**src/hw/rtl/tfpc_pkg.sv**
```systemverilog
// Shared types, constants and a helper function of the thermal fan PID controller.
`timescale 1ns / 1ps

package tfpc_pkg;

    // Fixed field widths
    localparam int TEMP_W = 8;
    localparam int GAIN_W = 16;
    localparam int ERR_W  = 9;
    localparam int PCT_W  = 7;
    localparam int TACH_W = 12;
    localparam int MOD_W  = 6;
    localparam int PROD_W = 32;

    // Configuration register indexes
    localparam int CFG_IDX_W = 3;
    localparam logic [CFG_IDX_W-1:0] CFG_GAIN_PROP   = 3'd0;
    localparam logic [CFG_IDX_W-1:0] CFG_GAIN_INTEG  = 3'd1;
    localparam logic [CFG_IDX_W-1:0] CFG_GAIN_DERIV  = 3'd2;
    localparam logic [CFG_IDX_W-1:0] CFG_CPU_TARGET  = 3'd3;
    localparam logic [CFG_IDX_W-1:0] CFG_DIMM_TARGET = 3'd4;
    localparam logic [CFG_IDX_W-1:0] CFG_WARN_LIMIT  = 3'd5;
    localparam logic [CFG_IDX_W-1:0] CFG_AMB_LOW     = 3'd6;
    localparam logic [CFG_IDX_W-1:0] CFG_AMB_HIGH    = 3'd7;

    // Configuration reset values
    localparam logic [GAIN_W-1:0] RST_GAIN_PROP   = 16'd1843;
    localparam logic [GAIN_W-1:0] RST_GAIN_INTEG  = 16'hFFBA;  // -70
    localparam logic [GAIN_W-1:0] RST_GAIN_DERIV  = 16'd1229;
    localparam logic [TEMP_W-1:0] RST_CPU_TARGET  = 8'd80;
    localparam logic [TEMP_W-1:0] RST_DIMM_TARGET = 8'd75;
    localparam logic [TEMP_W-1:0] RST_WARN_LIMIT  = 8'd85;
    localparam logic [TEMP_W-1:0] RST_AMB_LOW     = 8'd20;
    localparam logic [TEMP_W-1:0] RST_AMB_HIGH    = 8'd38;

    // Percent limits
    localparam logic [PCT_W-1:0] PCT_FULL     = 7'd100;
    localparam logic [PCT_W-1:0] PCT_OPEN_MIN = 7'd40;
    localparam logic [PCT_W-1:0] PCT_BLUE_MIN = 7'd30;

    // PWM and LED bytes
    localparam logic [7:0] PWM_FULL  = 8'd255;
    localparam logic [7:0] LED_OFF   = 8'hFF;
    localparam logic [7:0] LED_BLUE0 = 8'hAA;
    localparam logic [7:0] LED_BLUE1 = 8'h55;
    localparam logic [7:0] LED_RED0  = 8'h55;
    localparam logic [7:0] LED_RED1  = 8'hAA;

    // Tachometers in use and their mask
    localparam int TACH_COUNT = 12;
    localparam logic [TACH_W-1:0] TACH_MASK =
        TACH_W'((13'd1 << TACH_COUNT) - 13'd1);

    // PID term selected for the shared multiplier
    localparam logic [1:0] TERM_P = 2'd0;
    localparam logic [1:0] TERM_I = 2'd1;
    localparam logic [1:0] TERM_D = 2'd2;

    typedef struct packed {
        logic       load;      // capture input beat, clear accumulators
        logic       rd;        // read error memory at ring position
        logic       sum_upd;   // update window sums, write new errors
        logic       mul_en;    // issue one product
        logic       mul_dimm;  // product belongs to the DIMM channel
        logic [1:0] mul_term;  // which PID term
        logic       spd;       // register both channel percents
        logic       fan;       // update fan percent and PID history
        logic       out_load;  // load output register
    } t_cmd;

    typedef struct packed {
        logic pid_run;   // power on with valid CPU and ambient readings
        logic out_free;  // output register can take a result this cycle
    } t_status;

    // percent * 255 / 100, divide done as multiply by 2^19/100 rounded up
    function automatic logic [7:0] pct_to_pwm(input logic [PCT_W-1:0] pct);
        logic [14:0] scaled;
        logic [27:0] prod;
        scaled = {pct, 8'b0} - {8'b0, pct};
        prod   = 28'(scaled) * 28'd5243;
        return prod[26:19];
    endfunction

endpackage

```
**src/hw/rtl/tfpc_ctrl.sv**
```systemverilog
// Sequencer of the thermal fan controller: steps the datapath through one period.
`timescale 1ns / 1ps

module tfpc_ctrl (
    input  logic              i_clk,
    input  logic              i_rst_n,
    input  logic              i_valid,
    output logic              o_ready,
    input  tfpc_pkg::t_status i_status,
    output tfpc_pkg::t_cmd    o_cmd
);

    typedef enum logic [7:0] {
        S_IDLE  = 8'b0000_0001,
        S_READ  = 8'b0000_0010,
        S_SUM   = 8'b0000_0100,
        S_MUL   = 8'b0000_1000,
        S_DRAIN = 8'b0001_0000,
        S_SPD   = 8'b0010_0000,
        S_FAN   = 8'b0100_0000,
        S_OUT   = 8'b1000_0000
    } t_state;

    t_state     r_state, n_state;
    logic [1:0] r_term, n_term;
    logic       r_dimm, n_dimm;

    always_ff @(posedge i_clk) begin
        if (!i_rst_n) begin
            r_state <= S_IDLE;
            r_term  <= tfpc_pkg::TERM_P;
            r_dimm  <= 1'b0;
        end else begin
            r_state <= n_state;
            r_term  <= n_term;
            r_dimm  <= n_dimm;
        end
    end

    always_comb begin
        n_state = r_state;
        n_term  = r_term;
        n_dimm  = r_dimm;
        o_cmd   = '0;
        o_ready = 1'b0;
        case (r_state)
            S_IDLE: begin
                o_ready = 1'b1;
                if (i_valid) begin
                    o_cmd.load = 1'b1;
                    n_state    = S_READ;
                end
            end
            S_READ: begin
                o_cmd.rd = 1'b1;
                n_state  = i_status.pid_run ? S_SUM : S_OUT;
            end
            S_SUM: begin
                o_cmd.sum_upd = 1'b1;
                n_term        = tfpc_pkg::TERM_P;
                n_dimm        = 1'b0;
                n_state       = S_MUL;
            end
            S_MUL: begin
                o_cmd.mul_en   = 1'b1;
                o_cmd.mul_dimm = r_dimm;
                o_cmd.mul_term = r_term;
                case (r_term)
                    tfpc_pkg::TERM_P: n_term = tfpc_pkg::TERM_I;
                    tfpc_pkg::TERM_I: n_term = tfpc_pkg::TERM_D;
                    default: begin
                        n_term = tfpc_pkg::TERM_P;
                        n_dimm = 1'b1;
                        if (r_dimm) begin
                            n_state = S_DRAIN;
                        end
                    end
                endcase
            end
            S_DRAIN: begin
                n_state = S_SPD;
            end
            S_SPD: begin
                o_cmd.spd = 1'b1;
                n_state   = S_FAN;
            end
            S_FAN: begin
                o_cmd.fan = 1'b1;
                n_state   = S_OUT;
            end
            S_OUT: begin
                if (i_status.out_free) begin
                    o_cmd.out_load = 1'b1;
                    n_state        = S_IDLE;
                end
            end
            default: begin
                n_state = S_IDLE;
            end
        endcase
    end

endmodule

```
**src/hw/rtl/tfpc_datapath.sv**
```systemverilog
// Datapath of the thermal fan controller: config, error memory, PID math, result register.
`timescale 1ns / 1ps

module tfpc_datapath #(
    parameter int WINDOW = 20
) (
    input  logic                                 i_clk,
    input  logic                                 i_rst_n,
    input  logic                                 i_cfg_valid,
    input  logic [tfpc_pkg::CFG_IDX_W-1:0]       i_cfg_index,
    input  logic [tfpc_pkg::GAIN_W-1:0]          i_cfg_data,
    input  logic                                 i_power_on,
    input  logic [tfpc_pkg::TEMP_W-1:0]          i_cpu_temp,
    input  logic [tfpc_pkg::TEMP_W-1:0]          i_dimm_temp,
    input  logic [tfpc_pkg::TEMP_W-1:0]          i_ambient_temp,
    input  logic [tfpc_pkg::TACH_W-1:0]          i_tach_zero,
    input  logic                                 i_ready,
    input  tfpc_pkg::t_cmd                       i_cmd,
    output tfpc_pkg::t_status                    o_status,
    output logic                                 o_valid,
    output logic [7:0]                           o_pwm_duty,
    output logic [7:0]                           o_led_port0,
    output logic [7:0]                           o_led_port1,
    output logic [tfpc_pkg::MOD_W-1:0]           o_fan_present,
    output logic [tfpc_pkg::MOD_W-1:0]           o_presence_changed
);

    localparam int PW = (WINDOW > 1) ? $clog2(WINDOW) : 1;
    localparam int SW = tfpc_pkg::ERR_W + $clog2(WINDOW);
    localparam int EW = tfpc_pkg::ERR_W;
    localparam int GW = tfpc_pkg::GAIN_W;
    localparam int TW = tfpc_pkg::TEMP_W;
    localparam int QW = tfpc_pkg::PROD_W;
    localparam int MW = tfpc_pkg::MOD_W;
    localparam int CW = tfpc_pkg::PCT_W;

    // configuration
    logic signed [GW-1:0] r_gain_p, r_gain_i, r_gain_d;
    logic [TW-1:0] r_cpu_tgt, r_dimm_tgt, r_warn, r_amb_low, r_amb_high;

    // captured beat
    logic          r_power;
    logic [TW-1:0] r_cpu, r_dimm, r_amb;
    logic [tfpc_pkg::TACH_W-1:0] r_tz;
    logic signed [EW-1:0] r_err_c, r_err_d;

    // PID state
    logic [2*EW-1:0]      r_mem [WINDOW];
    logic [WINDOW-1:0]    r_ent_vld;
    logic [2*EW-1:0]      r_rd_data;
    logic                 r_rd_vld;
    logic [PW-1:0]        r_pos;
    logic signed [SW-1:0] r_sum_c, r_sum_d;
    logic signed [EW-1:0] r_prev_c, r_prev_d;
    logic [CW-1:0]        r_fp;

    // multiply and accumulate
    logic signed [QW-1:0] r_prod, r_acc_c, r_acc_d;
    logic                 r_prod_vld, r_prod_dimm;
    logic [CW-1:0]        r_spd_c, r_spd_d;

    // result register
    logic          r_out_vld;
    logic [7:0]    r_pwm, r_p0, r_p1;
    logic [MW-1:0] r_present, r_changed, r_prev_presence;

    logic signed [EW-1:0] old_c, old_d, n_err_c, n_err_d;
    logic signed [EW:0]   diff;
    logic signed [GW-1:0] mul_a, mul_b;
    logic [TW-1:0]        amb_adj;
    logic [TW:0]          amb_dbl;
    logic [CW-1:0]        open_pct, closed_pct, n_fp;
    logic [7:0]           n_pwm, n_p0, n_p1;
    logic [MW-1:0]        n_present;
    logic [tfpc_pkg::TACH_W-1:0] tz_used;
    logic                 pid_run;

    function automatic logic [CW-1:0] chan_pct(input logic signed [QW-1:0] acc,
                                               input logic [CW-1:0] fp);
        logic signed [QW-1:0] rnd;
        logic signed [19:0]   quo;
        logic signed [20:0]   spd;
        // truncate toward zero: bias negative values before the shift
        rnd = acc + (acc[QW-1] ? 32'sd4095 : 32'sd0);
        quo = 20'(rnd >>> 12);
        spd = 21'(quo) + $signed({14'b0, fp});
        if (spd > $signed({14'b0, tfpc_pkg::PCT_FULL})) begin
            return tfpc_pkg::PCT_FULL;
        end else if (spd < 21'sd0) begin
            return '0;
        end
        return spd[CW-1:0];
    endfunction

    assign pid_run  = r_power && (r_cpu != '0) && (r_amb != '0);
    assign o_status.pid_run  = pid_run;
    assign o_status.out_free = !r_out_vld || i_ready;

    assign n_err_c = $signed(EW'({1'b0, i_cpu_temp}) - EW'({1'b0, r_cpu_tgt}));
    assign n_err_d = $signed(EW'({1'b0, i_dimm_temp}) - EW'({1'b0, r_dimm_tgt}));

    assign old_c = r_rd_vld ? $signed(r_rd_data[2*EW-1:EW]) : '0;
    assign old_d = r_rd_vld ? $signed(r_rd_data[EW-1:0]) : '0;

    // configuration writes
    always_ff @(posedge i_clk) begin
        if (!i_rst_n) begin
            r_gain_p   <= tfpc_pkg::RST_GAIN_PROP;
            r_gain_i   <= tfpc_pkg::RST_GAIN_INTEG;
            r_gain_d   <= tfpc_pkg::RST_GAIN_DERIV;
            r_cpu_tgt  <= tfpc_pkg::RST_CPU_TARGET;
            r_dimm_tgt <= tfpc_pkg::RST_DIMM_TARGET;
            r_warn     <= tfpc_pkg::RST_WARN_LIMIT;
            r_amb_low  <= tfpc_pkg::RST_AMB_LOW;
            r_amb_high <= tfpc_pkg::RST_AMB_HIGH;
        end else if (i_cfg_valid) begin
            case (i_cfg_index)
                tfpc_pkg::CFG_GAIN_PROP:   r_gain_p   <= i_cfg_data;
                tfpc_pkg::CFG_GAIN_INTEG:  r_gain_i   <= i_cfg_data;
                tfpc_pkg::CFG_GAIN_DERIV:  r_gain_d   <= i_cfg_data;
                tfpc_pkg::CFG_CPU_TARGET:  r_cpu_tgt  <= i_cfg_data[TW-1:0];
                tfpc_pkg::CFG_DIMM_TARGET: r_dimm_tgt <= i_cfg_data[TW-1:0];
                tfpc_pkg::CFG_WARN_LIMIT:  r_warn     <= i_cfg_data[TW-1:0];
                tfpc_pkg::CFG_AMB_LOW:     r_amb_low  <= i_cfg_data[TW-1:0];
                tfpc_pkg::CFG_AMB_HIGH:    r_amb_high <= i_cfg_data[TW-1:0];
                default: ;
            endcase
        end
    end

    // capture beat
    always_ff @(posedge i_clk) begin
        if (i_cmd.load) begin
            r_power <= i_power_on;
            r_cpu   <= i_cpu_temp;
            r_dimm  <= i_dimm_temp;
            r_amb   <= i_ambient_temp;
            r_tz    <= i_tach_zero;
            r_err_c <= n_err_c;
            r_err_d <= n_err_d;
        end
    end

    // error memory, both channels side by side
    always_ff @(posedge i_clk) begin
        if (i_cmd.rd) begin
            r_rd_data <= r_mem[r_pos];
        end
        if (i_cmd.sum_upd) begin
            r_mem[r_pos] <= {r_err_c, r_err_d};
        end
    end

    // PID history: entries never written read as zero
    always_ff @(posedge i_clk) begin
        if (!i_rst_n) begin
            r_ent_vld <= '0;
            r_rd_vld  <= 1'b0;
            r_pos     <= '0;
            r_sum_c   <= '0;
            r_sum_d   <= '0;
            r_prev_c  <= '0;
            r_prev_d  <= '0;
            r_fp      <= '0;
        end else begin
            if (i_cmd.rd) begin
                r_rd_vld <= r_ent_vld[r_pos];
            end
            if (i_cmd.sum_upd) begin
                r_ent_vld[r_pos] <= 1'b1;
                r_sum_c <= r_sum_c - SW'(old_c) + SW'(r_err_c);
                r_sum_d <= r_sum_d - SW'(old_d) + SW'(r_err_d);
            end
            if (i_cmd.fan) begin
                r_fp     <= n_fp;
                r_prev_c <= r_err_c;
                r_prev_d <= r_err_d;
                if (r_pos == PW'(WINDOW - 1)) begin
                    r_pos <= '0;
                end else begin
                    r_pos <= r_pos + PW'(1);
                end
            end
        end
    end

    // shared multiplier operands
    always_comb begin
        diff = i_cmd.mul_dimm ? (EW+1)'(r_err_d) - (EW+1)'(r_prev_d)
                              : (EW+1)'(r_err_c) - (EW+1)'(r_prev_c);
        case (i_cmd.mul_term)
            tfpc_pkg::TERM_P: begin
                mul_a = r_gain_p;
                mul_b = i_cmd.mul_dimm ? GW'(r_err_d) : GW'(r_err_c);
            end
            tfpc_pkg::TERM_I: begin
                mul_a = r_gain_i;
                mul_b = i_cmd.mul_dimm ? GW'(r_sum_d) : GW'(r_sum_c);
            end
            default: begin
                mul_a = r_gain_d;
                mul_b = GW'(diff);
            end
        endcase
    end

    always_ff @(posedge i_clk) begin
        if (!i_rst_n) begin
            r_prod_vld <= 1'b0;
        end else begin
            r_prod_vld <= i_cmd.mul_en;
        end
    end

    always_ff @(posedge i_clk) begin
        r_prod      <= QW'(mul_a) * QW'(mul_b);
        r_prod_dimm <= i_cmd.mul_dimm;
        if (i_cmd.load) begin
            r_acc_c <= '0;
            r_acc_d <= '0;
        end else if (r_prod_vld) begin
            if (r_prod_dimm) begin
                r_acc_d <= r_acc_d + r_prod;
            end else begin
                r_acc_c <= r_acc_c + r_prod;
            end
        end
        if (i_cmd.spd) begin
            r_spd_c <= chan_pct(r_acc_c, r_fp);
            r_spd_d <= chan_pct(r_acc_d, r_fp);
        end
    end

    // closed loop, open-loop ambient ramp, new fan percent
    always_comb begin
        amb_adj = r_amb - TW'(1);
        amb_dbl = {amb_adj, 1'b0};
        if (amb_adj >= r_amb_high) begin
            open_pct = tfpc_pkg::PCT_FULL;
        end else if (amb_adj <= r_amb_low) begin
            open_pct = tfpc_pkg::PCT_OPEN_MIN;
        end else if (amb_dbl > (TW+1)'(tfpc_pkg::PCT_FULL)) begin
            open_pct = tfpc_pkg::PCT_FULL;
        end else if (amb_dbl < (TW+1)'(tfpc_pkg::PCT_OPEN_MIN)) begin
            open_pct = tfpc_pkg::PCT_OPEN_MIN;
        end else begin
            open_pct = amb_dbl[CW-1:0];
        end
        if (r_cpu >= r_warn || r_dimm >= r_warn) begin
            closed_pct = tfpc_pkg::PCT_FULL;
        end else begin
            closed_pct = (r_spd_d > r_spd_c) ? r_spd_d : r_spd_c;
        end
        n_fp = (open_pct > closed_pct) ? open_pct : closed_pct;
    end

    // result: PWM, LED bytes, presence
    always_comb begin
        tz_used   = r_tz & tfpc_pkg::TACH_MASK;
        n_present = '0;
        if (!r_power) begin
            n_pwm = tfpc_pkg::PWM_FULL;
            n_p0  = tfpc_pkg::LED_OFF;
            n_p1  = tfpc_pkg::LED_OFF;
        end else begin
            if (pid_run) begin
                n_pwm = tfpc_pkg::pct_to_pwm(r_fp);
                if (r_fp > tfpc_pkg::PCT_BLUE_MIN) begin
                    n_p0 = tfpc_pkg::LED_BLUE0;
                    n_p1 = tfpc_pkg::LED_BLUE1;
                end else begin
                    n_p0 = tfpc_pkg::LED_RED0;
                    n_p1 = tfpc_pkg::LED_RED1;
                end
            end else begin
                n_pwm = tfpc_pkg::PWM_FULL;
                n_p0  = tfpc_pkg::LED_BLUE0;
                n_p1  = tfpc_pkg::LED_BLUE1;
            end
            for (int m = 0; m < MW; m++) begin
                n_present[m] = (tfpc_pkg::TACH_MASK[2*m]   && !r_tz[2*m])
                            || (tfpc_pkg::TACH_MASK[2*m+1] && !r_tz[2*m+1]);
                if (tz_used[2*m] || tz_used[2*m+1]) begin
                    n_pwm = tfpc_pkg::PWM_FULL;
                end
            end
            // first two modules flag on port 1, the rest on port 0
            for (int m = 0; m < 2; m++) begin
                if (tz_used[2*m] || tz_used[2*m+1]) begin
                    n_p1[7-2*m] = 1'b1;
                    n_p1[6-2*m] = 1'b0;
                end
            end
            for (int m = 2; m < MW; m++) begin
                if (tz_used[2*m] || tz_used[2*m+1]) begin
                    n_p0[2*(m-2)]   = 1'b1;
                    n_p0[2*(m-2)+1] = 1'b0;
                end
            end
        end
    end

    always_ff @(posedge i_clk) begin
        if (!i_rst_n) begin
            r_out_vld       <= 1'b0;
            r_prev_presence <= '0;
        end else begin
            if (i_cmd.out_load) begin
                r_out_vld       <= 1'b1;
                r_prev_presence <= n_present;
            end else if (i_ready) begin
                r_out_vld <= 1'b0;
            end
        end
    end

    always_ff @(posedge i_clk) begin
        if (i_cmd.out_load) begin
            r_pwm     <= n_pwm;
            r_p0      <= n_p0;
            r_p1      <= n_p1;
            r_present <= n_present;
            r_changed <= n_present ^ r_prev_presence;
        end
    end

    assign o_valid            = r_out_vld;
    assign o_pwm_duty         = r_pwm;
    assign o_led_port0        = r_p0;
    assign o_led_port1        = r_p1;
    assign o_fan_present      = r_present;
    assign o_presence_changed = r_changed;

endmodule

```
**src/hw/rtl/thermal_fan_pid_controller_unit.sv**
```systemverilog
// Top level of the thermal fan PID controller: sequencer plus datapath.
`timescale 1ns / 1ps

// One input beat is one control period. With power on and nonzero CPU and
// ambient readings, two incremental PID channels (CPU and DIMM) run on a
// WINDOW-deep error history; the result is the larger of the closed-loop
// percent (forced to 100 at the warning limit) and an ambient ramp, shown
// as PWM duty, LED expander bytes and fan presence with change marks.
// Sequence: a period with the PID running steps from input accept through
// memory read, window-sum update, the six P, I and D products (formed one
// per cycle by a single 16x16 signed multiplier), drain, percent and
// fan-update steps to the result being loaded into the output register.
// Power-off and missing-reading periods jump from read to load. A new input
// beat is taken in the cycle after the result is loaded, while that result
// may still wait in the output register for the consumer. The window sum is
// kept as a running total (new error in, overwritten error out), so no pass
// over the history is needed. History entries carry valid bits cleared at
// reset and read as zero until written: no clearing pass after reset.
// Configuration writes are always ready and must be done while idle.
module thermal_fan_pid_controller_unit #(
    parameter int WINDOW = 20
) (
    input  logic                            i_clk,
    input  logic                            i_rst_n,
    // configuration write channel
    input  logic                            i_cfg_valid,
    output logic                            o_cfg_ready,
    input  logic [tfpc_pkg::CFG_IDX_W-1:0]  i_cfg_index,
    input  logic [tfpc_pkg::GAIN_W-1:0]     i_cfg_data,
    // input channel
    input  logic                            i_valid,
    output logic                            o_ready,
    input  logic                            i_power_on,
    input  logic [tfpc_pkg::TEMP_W-1:0]     i_cpu_temp,
    input  logic [tfpc_pkg::TEMP_W-1:0]     i_dimm_temp,
    input  logic [tfpc_pkg::TEMP_W-1:0]     i_ambient_temp,
    input  logic [tfpc_pkg::TACH_W-1:0]     i_tach_zero,
    // result channel
    output logic                            o_valid,
    input  logic                            i_ready,
    output logic [7:0]                      o_pwm_duty,
    output logic [7:0]                      o_led_port0,
    output logic [7:0]                      o_led_port1,
    output logic [tfpc_pkg::MOD_W-1:0]      o_fan_present,
    output logic [tfpc_pkg::MOD_W-1:0]      o_presence_changed
);

    tfpc_pkg::t_cmd    cmd;
    tfpc_pkg::t_status status;

    // Registers take every write beat at once.
    assign o_cfg_ready = 1'b1;

    // Sequencer: takes the input beat and steps the datapath.
    tfpc_ctrl u_ctrl (
        .i_clk    (i_clk),
        .i_rst_n  (i_rst_n),
        .i_valid  (i_valid),
        .o_ready  (o_ready),
        .i_status (status),
        .o_cmd    (cmd)
    );

    // Datapath: config registers, error history, multiplier, result register.
    tfpc_datapath #(
        .WINDOW (WINDOW)
    ) u_datapath (
        .i_clk              (i_clk),
        .i_rst_n            (i_rst_n),
        .i_cfg_valid        (i_cfg_valid),
        .i_cfg_index        (i_cfg_index),
        .i_cfg_data         (i_cfg_data),
        .i_power_on         (i_power_on),
        .i_cpu_temp         (i_cpu_temp),
        .i_dimm_temp        (i_dimm_temp),
        .i_ambient_temp     (i_ambient_temp),
        .i_tach_zero        (i_tach_zero),
        .i_ready            (i_ready),
        .i_cmd              (cmd),
        .o_status           (status),
        .o_valid            (o_valid),
        .o_pwm_duty         (o_pwm_duty),
        .o_led_port0        (o_led_port0),
        .o_led_port1        (o_led_port1),
        .o_fan_present      (o_fan_present),
        .o_presence_changed (o_presence_changed)
    );

endmodule
```
**config.mk**
```make
export PLATFORM = sky130hd
export DESIGN_NAME = thermal_fan_pid_controller_unit
export DESIGN_NICKNAME = d
export VERILOG_FILES = /design/src/hw/rtl/tfpc_pkg.sv /design/src/hw/rtl/tfpc_ctrl.sv /design/src/hw/rtl/tfpc_datapath.sv /design/src/hw/rtl/thermal_fan_pid_controller_unit.sv
export SDC_FILE = /design/constraint.sdc
export NUM_CORES = 2
export LEC_CHECK = 0
export BUFFER_PORTS_ARGS = -buffer_cell sky130_fd_sc_hd__buf_2
export CORE_MARGIN = 2
export CORE_UTILIZATION = 55
export DETAILED_ROUTE_END_ITERATION = 8
export PLACE_DENSITY = 0.69
export SYNTH_ARGS = -nofsm -noshare
export SYNTH_HDL_FRONTEND = slang
export SYNTH_HIERARCHICAL = 1
export SYNTH_SLANG_ARGS = --single-unit
```
**constraint.sdc**
```tcl
create_clock -name i_clk -period 11.15 [get_ports i_clk]
set_clock_uncertainty 0.05 [all_clocks]
set_input_delay 0.5575 -clock i_clk [delete_from_list [all_inputs] [get_ports i_clk]]
set_output_delay 0.5575 -clock i_clk [all_outputs]
set_load 0.01 [all_outputs]
```
Yosys cells after proc, flatten, opt, wreduce, memory -nomap -nowiden
Memory sizes are Yosys's and may differ from the RTL's. A register that Yosys moved wholly into a read port is not among the register bits.
Index checks and enable logic that the tools add are counted.
{"block": "totals", "regBits": 388, "ramBits": 360, "inputBits": 61, "output_inout_bits": 39, "wordCells": 235, "memories": 1}
{"name": "u_datapath.r_mem", "depth": 20, "width": 18, "read_ports": 1, "rd_ports_with_merged_regs": 1, "write_ports": 1, "line_no": "tfpc_datapath.sv:48", "source": "logic [2*EW-1:0] r_mem [WINDOW];"}
{"block": "op_classes", "n_addsub": 17, "n_mul": 2, "magnitude_cmp": 15, "n_eq_ne": 22, "n_mux": 68, "n_bitwise": 5, "n_reduce_logical": 58}
{"op": "$mux 7", "count": 13}
{"op": "$mux 8", "count": 9}
{"op": "$add 32x13->32", "count": 2}
{"op": "$add 32x32->32", "count": 2}
{"op": "$pmux 16 s2", "count": 2}
{"op": "$pmux 8 s8", "count": 1}
{"op": "$add 20x8->21", "count": 2}
{"op": "$gt 21x8->1 const B", "count": 2}
{"op": "$lt 21x1->1 const B", "count": 2}
{"op": "$mul 16x16->32", "count": 1}
{"op": "$mux 16", "count": 2}
{"op": "$add 14x9->14", "count": 2}
{"op": "$sub 14x9->14", "count": 2}
{"op": "$mul 15x13->27 const B", "count": 1}
{"op": "$ge 8x8->1", "count": 3}
{"op": "$mux 1", "count": 24}
{"op": "$mux 12", "count": 2}
{"op": "$reduce_and 2->1", "count": 12}
{"op": "$or 20x20->20", "count": 1}
{"op": "$sub 9x9->10", "count": 2}
{"op": "$mux 9", "count": 2}
{"op": "$sub 8x8->9", "count": 2}
{"op": "$reduce_bool 8->1", "count": 2}
{"op": "$sub 15x7->15", "count": 1}
{"op": "other kinds (44)", "count": 93}

Longest topological paths before layout
{"block": "logic_depth", "word_depth": 8, "mapped_depth": 35, "mapped_depth_nobuf": 34}

Hierarchy
Netlist, hierarchy kept.
{"mod": "tfpc_datapath", "instances": 1, "cells_per_inst": 4924, "area_each_um2": 51754.6, "seq_area_each_um2": 19889.1}
{"mod": "tfpc_ctrl", "instances": 1, "cells_per_inst": 86, "area_each_um2": 658.1, "seq_area_each_um2": 220.2}
{"mod": "thermal_fan_pid_controller_unit", "instances": 1, "cells_per_inst": 2, "area_each_um2": 11.3, "seq_area_each_um2": 0.0}

Worst setup path after synthesis
OpenSTA, ideal clock, no wires.
{"block": "synth_timing", "path_type": "flip-flop to flip-flop", "start": "register u_ctrl.r_state[5]", "end": "register u_datapath.r_prod[28]", "setup_time_ns": 0.064, "arrival_time_ns": 8.406, "t_required_ns": 11.036, "setup_slack_ns": 2.630, "path_stages_with_launch": 31, "path_buffers": 5, "period_less_slack_ns": 8.520, "path_cell_list": "dfxtp_1 -> buf_2 -> or3_4 -> nor4_4 -> and2_1 -> buf_1 -> clkbuf_1 -> clkbuf_1 -> o21ai_0 -> a21oi_1 -> clkbuf_1 -> nand2_1 -> fa_1 -> inv_1 -> fa_1 -> inv_1 -> fa_1 -> fa_1 -> fa_1 -> inv_1 -> fa_1 -> ha_1 -> a21o_1 -> a21o_1 -> a21oi_1 -> a2bb2oi_1 -> o311ai_1 -> a21o_1 -> a211o_1 -> or4_1 -> nand4_1"}
{"element": "from (decl)", "line_no": "tfpc_ctrl.sv:24", "source": "t_state r_state, n_state;"}
{"element": "from (signal assigned)", "line_no": "tfpc_ctrl.sv:34", "source": "r_state <= n_state;"}
{"element": "to (signal assigned)", "line_no": "tfpc_datapath.sv:216", "source": "r_prod <= QW'(mul_a) * QW'(mul_b);"}
{"element": "to (decl)", "line_no": "tfpc_datapath.sv:58", "source": "logic signed [QW-1:0] r_prod, r_acc_c, r_acc_d;"}

==> results by stage <==
Yosys:
- The synthesized design contains 481 enable-type register cells.
- The synthesized design contains 764 register bits.
- For this run, asynchronously set or reset flops after synthesis account for 0.
- The post-synthesis sequential area ratio is 0.384.
- The most frequently used flop master after synthesis is edfxtp_1.
- The average cell area after synthesis is 10.5 um^2.
- The distinct cell type count of the synthesized netlist is 90.
- The synthesis warning total is 6.
- In this run the cell area of the synthesized design comes to 52400 um^2.
- The largest area contributor in the netlist is edfxtp_1.
- The synthesized instance count is 5012.
- In the post-synthesis netlist, the biggest area contributors are edfxtp_1 28%, fa_1 14%, dfxtp_1 11%.
- The top cell type's share of synthesized area is 0.276.
- The number of nets produced by synthesis is 5829.

Timing:
- Setup violations remaining at the end of the flow were counted as 0.
- Of the available clock period, the critical path in the final layout requires 0.845.
- For the finished layout, the period the worst path requires is 9420 ps.
- The final worst-path setup slack is 1730 ps.
- The number of hold violations in the final report is 0.
- Setup repair after global routing left no endpoint under its margin.
- At the pin with the least slew margin, the transition time is 1410 ps.
- The post-route setup TNS is 0 ps.
- The max-slew violation count came to 0.
- Based on the critical path, the design can be clocked at up to 106 MHz.
- The worst pin sits at a relative slew slack of 0.0592.

Clock network:
- No sink is reached through more buffers than the 3 on the longest clock path.
- For this design, the sink count on the clock tree is 764.
- The number of buffers created by CTS is 82.
- After clock tree synthesis, the clock-pin slew on the worst setup and hold paths is 70 ps.
- The total setup buffers inserted after CTS is 0.
- The deepest level of the CTS H-tree is 3.
- The cell sitting at the root of the clock tree is a clkbuf_16.
- The later pin in the worst-skew pair is clocked with a latency of 670 ps.
- TritonCTS built the clock tree.

Floorplan:
- The floorplan has 113 rows.
- The floorplan core area is 94700 um^2.
- The die is 313 um wide.
- The initial core utilization is 0.553.
- The I/O pin count is 100.
- The die covers 97800 um^2.
- The die boundary height is 313 um.

Layout:
- The final design utilization is 0.606.
- The most common library cell in the layout ignoring fill and taps is inv_1.
- The layout overhead on the synthesized area is 9.44%.
- The fraction of final layout cells sized beyond drive strength 1 is 0.0947.
- Fill cells in the final layout number 7855.
- The final net count is 5903.
- 0 antenna diodes ended up in the layout.
- In the layout the commonest cells are 659 x inv_1, 501 x nand2_1, 481 x edfxtp_1.

GRT:
- The maximum number of pins on one net before global-route repair is 92.
- The global-route wire length before repair is 205 mm.
- The number of global-route vias before repair is 37300.
- The initial antenna violation count is 0.
- The total overflow left after global routing is 0.
- For this run, the total global-route usage over all layers was measured as 0.268.

Setup path:
- The largest single stage delay on the critical path is 1100 ps.
- The slowest cell on the critical path is a21oi_1.
- The data required time at the worst endpoint is 11710 ps.
- Along the worst path, the maximum fanout reaches 24.
- The cell repeated most along the worst path is fa_1.
- STA classifies the critical path startpoint as a register.
- The kind of end point of the critical path is a register.
- STA puts the critical path data arrival time at 9980 ps.
- The worst setup path is of the reg2reg kind.

Drt:
- The iteration-0 DRC count of the detailed router is 3230.
- The total iterations of the first detailed-routing run is 5.
- The count of vias placed by the detailed router is 37200.
- The antenna violation net count after detailed routing is 0.
- The number of vias per cell is 5.80.
- In the final routed layout, each cell accounts on average for 20.3 um.
- After detailed routing, the number of remaining DRC violations is 0.
- Summed over all layers, the routed wires come to 130 mm.

Run:
- Across the run, the number of max-cap violations was 0.

Placement:
- The number of port buffers is 98.
- The congestion estimate from routability-driven global placement came to 0.926.
- Detailed placement ended at an HPWL of 94.1 mm.
- The worst setup slack after placement is 1870 ps.

Power:
- In this run the power density over the cells is 177 nW/um^2.
- The static power due to leakage is 24.2 nW.
- The largest voltage drop on the vdd net is 0.000236 V.

Run status:
- The flow ran to the end, and the final reports show no timing, DRC or antenna violations.

Min path:
- The type of the tightest min-delay check is in2reg.
[cell type report]
type	instances	area [um^2]	share of cell area
clock buffer	114	2380	0.0416
tap	1265	1580	0.0276
inverter	663	2490	0.0434
multi-input combinational	3391	29100	0.508
sequential	764	20100	0.351
timing repair buffer	184	1160	0.0202
clock inverter	39	499	0.00870
[critical path, delay by kind of cell, from the launching register on]
kind                     cells  cell delay [ps]
adder cells (fa/ha/maj)      7             3320
AO/OA/AOI/OAI                8             2710
AND/OR/NAND/NOR              7             2120
buffers and inverters        4              520
flip-flops                   1              370
multiplexers                 1              280
[layer usage]
layer / routed length (um) / track usage
met1: 56600 / 0.372
met2: 60000 / 0.431
met3: 9820 / 0.0462
met4: 3690 / 0.0828
met5: 0 / 0
[cell usage after synthesis, types with 86 or more instances]
master	count
inv_1	659
nor2_1	350
edfxtp_1	481
mux4_2	102
fa_1	361
ha_1	395
nand3_1	165
a21o_1	86
mux2i_1	91
a21oi_1	241
nor3_1	107
clkbuf_1	143
xnor2_1	106
o21ai_0	146
dfxtp_1	283
nand2_1	501
[power breakdown]
group | total [mW] | switching [mW] | internal [mW]
clock | 2.88 | 1.18 | 1.70
sequential | 3.29 | 0.118 | 3.17
combinational | 3.96 | 2.27 | 1.70
total | 10.1 | 3.56 | 6.57
[logic make-up (layout without fill, tap and decap cells)]
kind of cell | after synthesis | in the layout | synth area share
xor gates and xnor gates | 175 | 175 | 0.0294
and+or+nand+nor | 1454 | 1454 | 0.129
buffers and inverters | 857 | 1000 | 0.0621
adders and majority gates | 758 | 758 | 0.233
muxes | 210 | 210 | 0.0648
AOI/OAI and AO/OA | 793 | 793 | 0.0984
DFF | 764 | 764 | 0.384
other | 1 | 1 | 0.0000715
[stage by stage]
step                cells  hold slack (ps)  cell area (um^2)  power, mW
floorplan            5012              385             52400       6.39
global placement     6259              391             54400       7.19
detailed placement   6259              397             54400       7.27
CTS                  6420             2.28             57400       10.2
global route         6420             22.1             57400       10.8
finish               6420             34.3             57400       10.1
[final timing paths]
check	start	endpoint	cells after the start	slack [ps]
worst max register to register	u_ctrl/r_state[7]	u_datapath/r_prod[28]	27	1730
worst max-delay path	u_ctrl/r_state[7]	u_datapath/r_prod[28]	27	1730
worst min register to register	u_datapath/r_amb_low[6]	u_datapath/r_amb_low[6]	2	410
worst min-delay path	i_cpu_temp[0]	u_datapath/r_cpu[0]	1	30
[sequential cells by signal (all words and copies together), names as in the netlist, 9 cells and up]
register              count
u_datapath/r_tz          12
u_datapath/r_sum_c       14
u_datapath/r_err_c        9
u_datapath/r_acc_c       32
u_datapath/r_acc_d       32
u_datapath/r_rd_data     18
u_datapath/r_sum_d       14
u_datapath/r_prod        32
u_datapath/r_gain_d      16
u_datapath/r_prev_d       9
u_datapath/r_ent_vld     20
u_datapath/r_err_d        9
u_datapath/r_mem        360
u_datapath/r_gain_p      16
u_datapath/r_prev_c       9
u_datapath/r_gain_i      16
[timing repair]
action | in CTS | in global routing
hold buffers | 8 | 0
resized for setup | 0 | 0
hold endpoints to repair | 8 | 0
No activity file was read; power rests on OpenSTA's default activity.
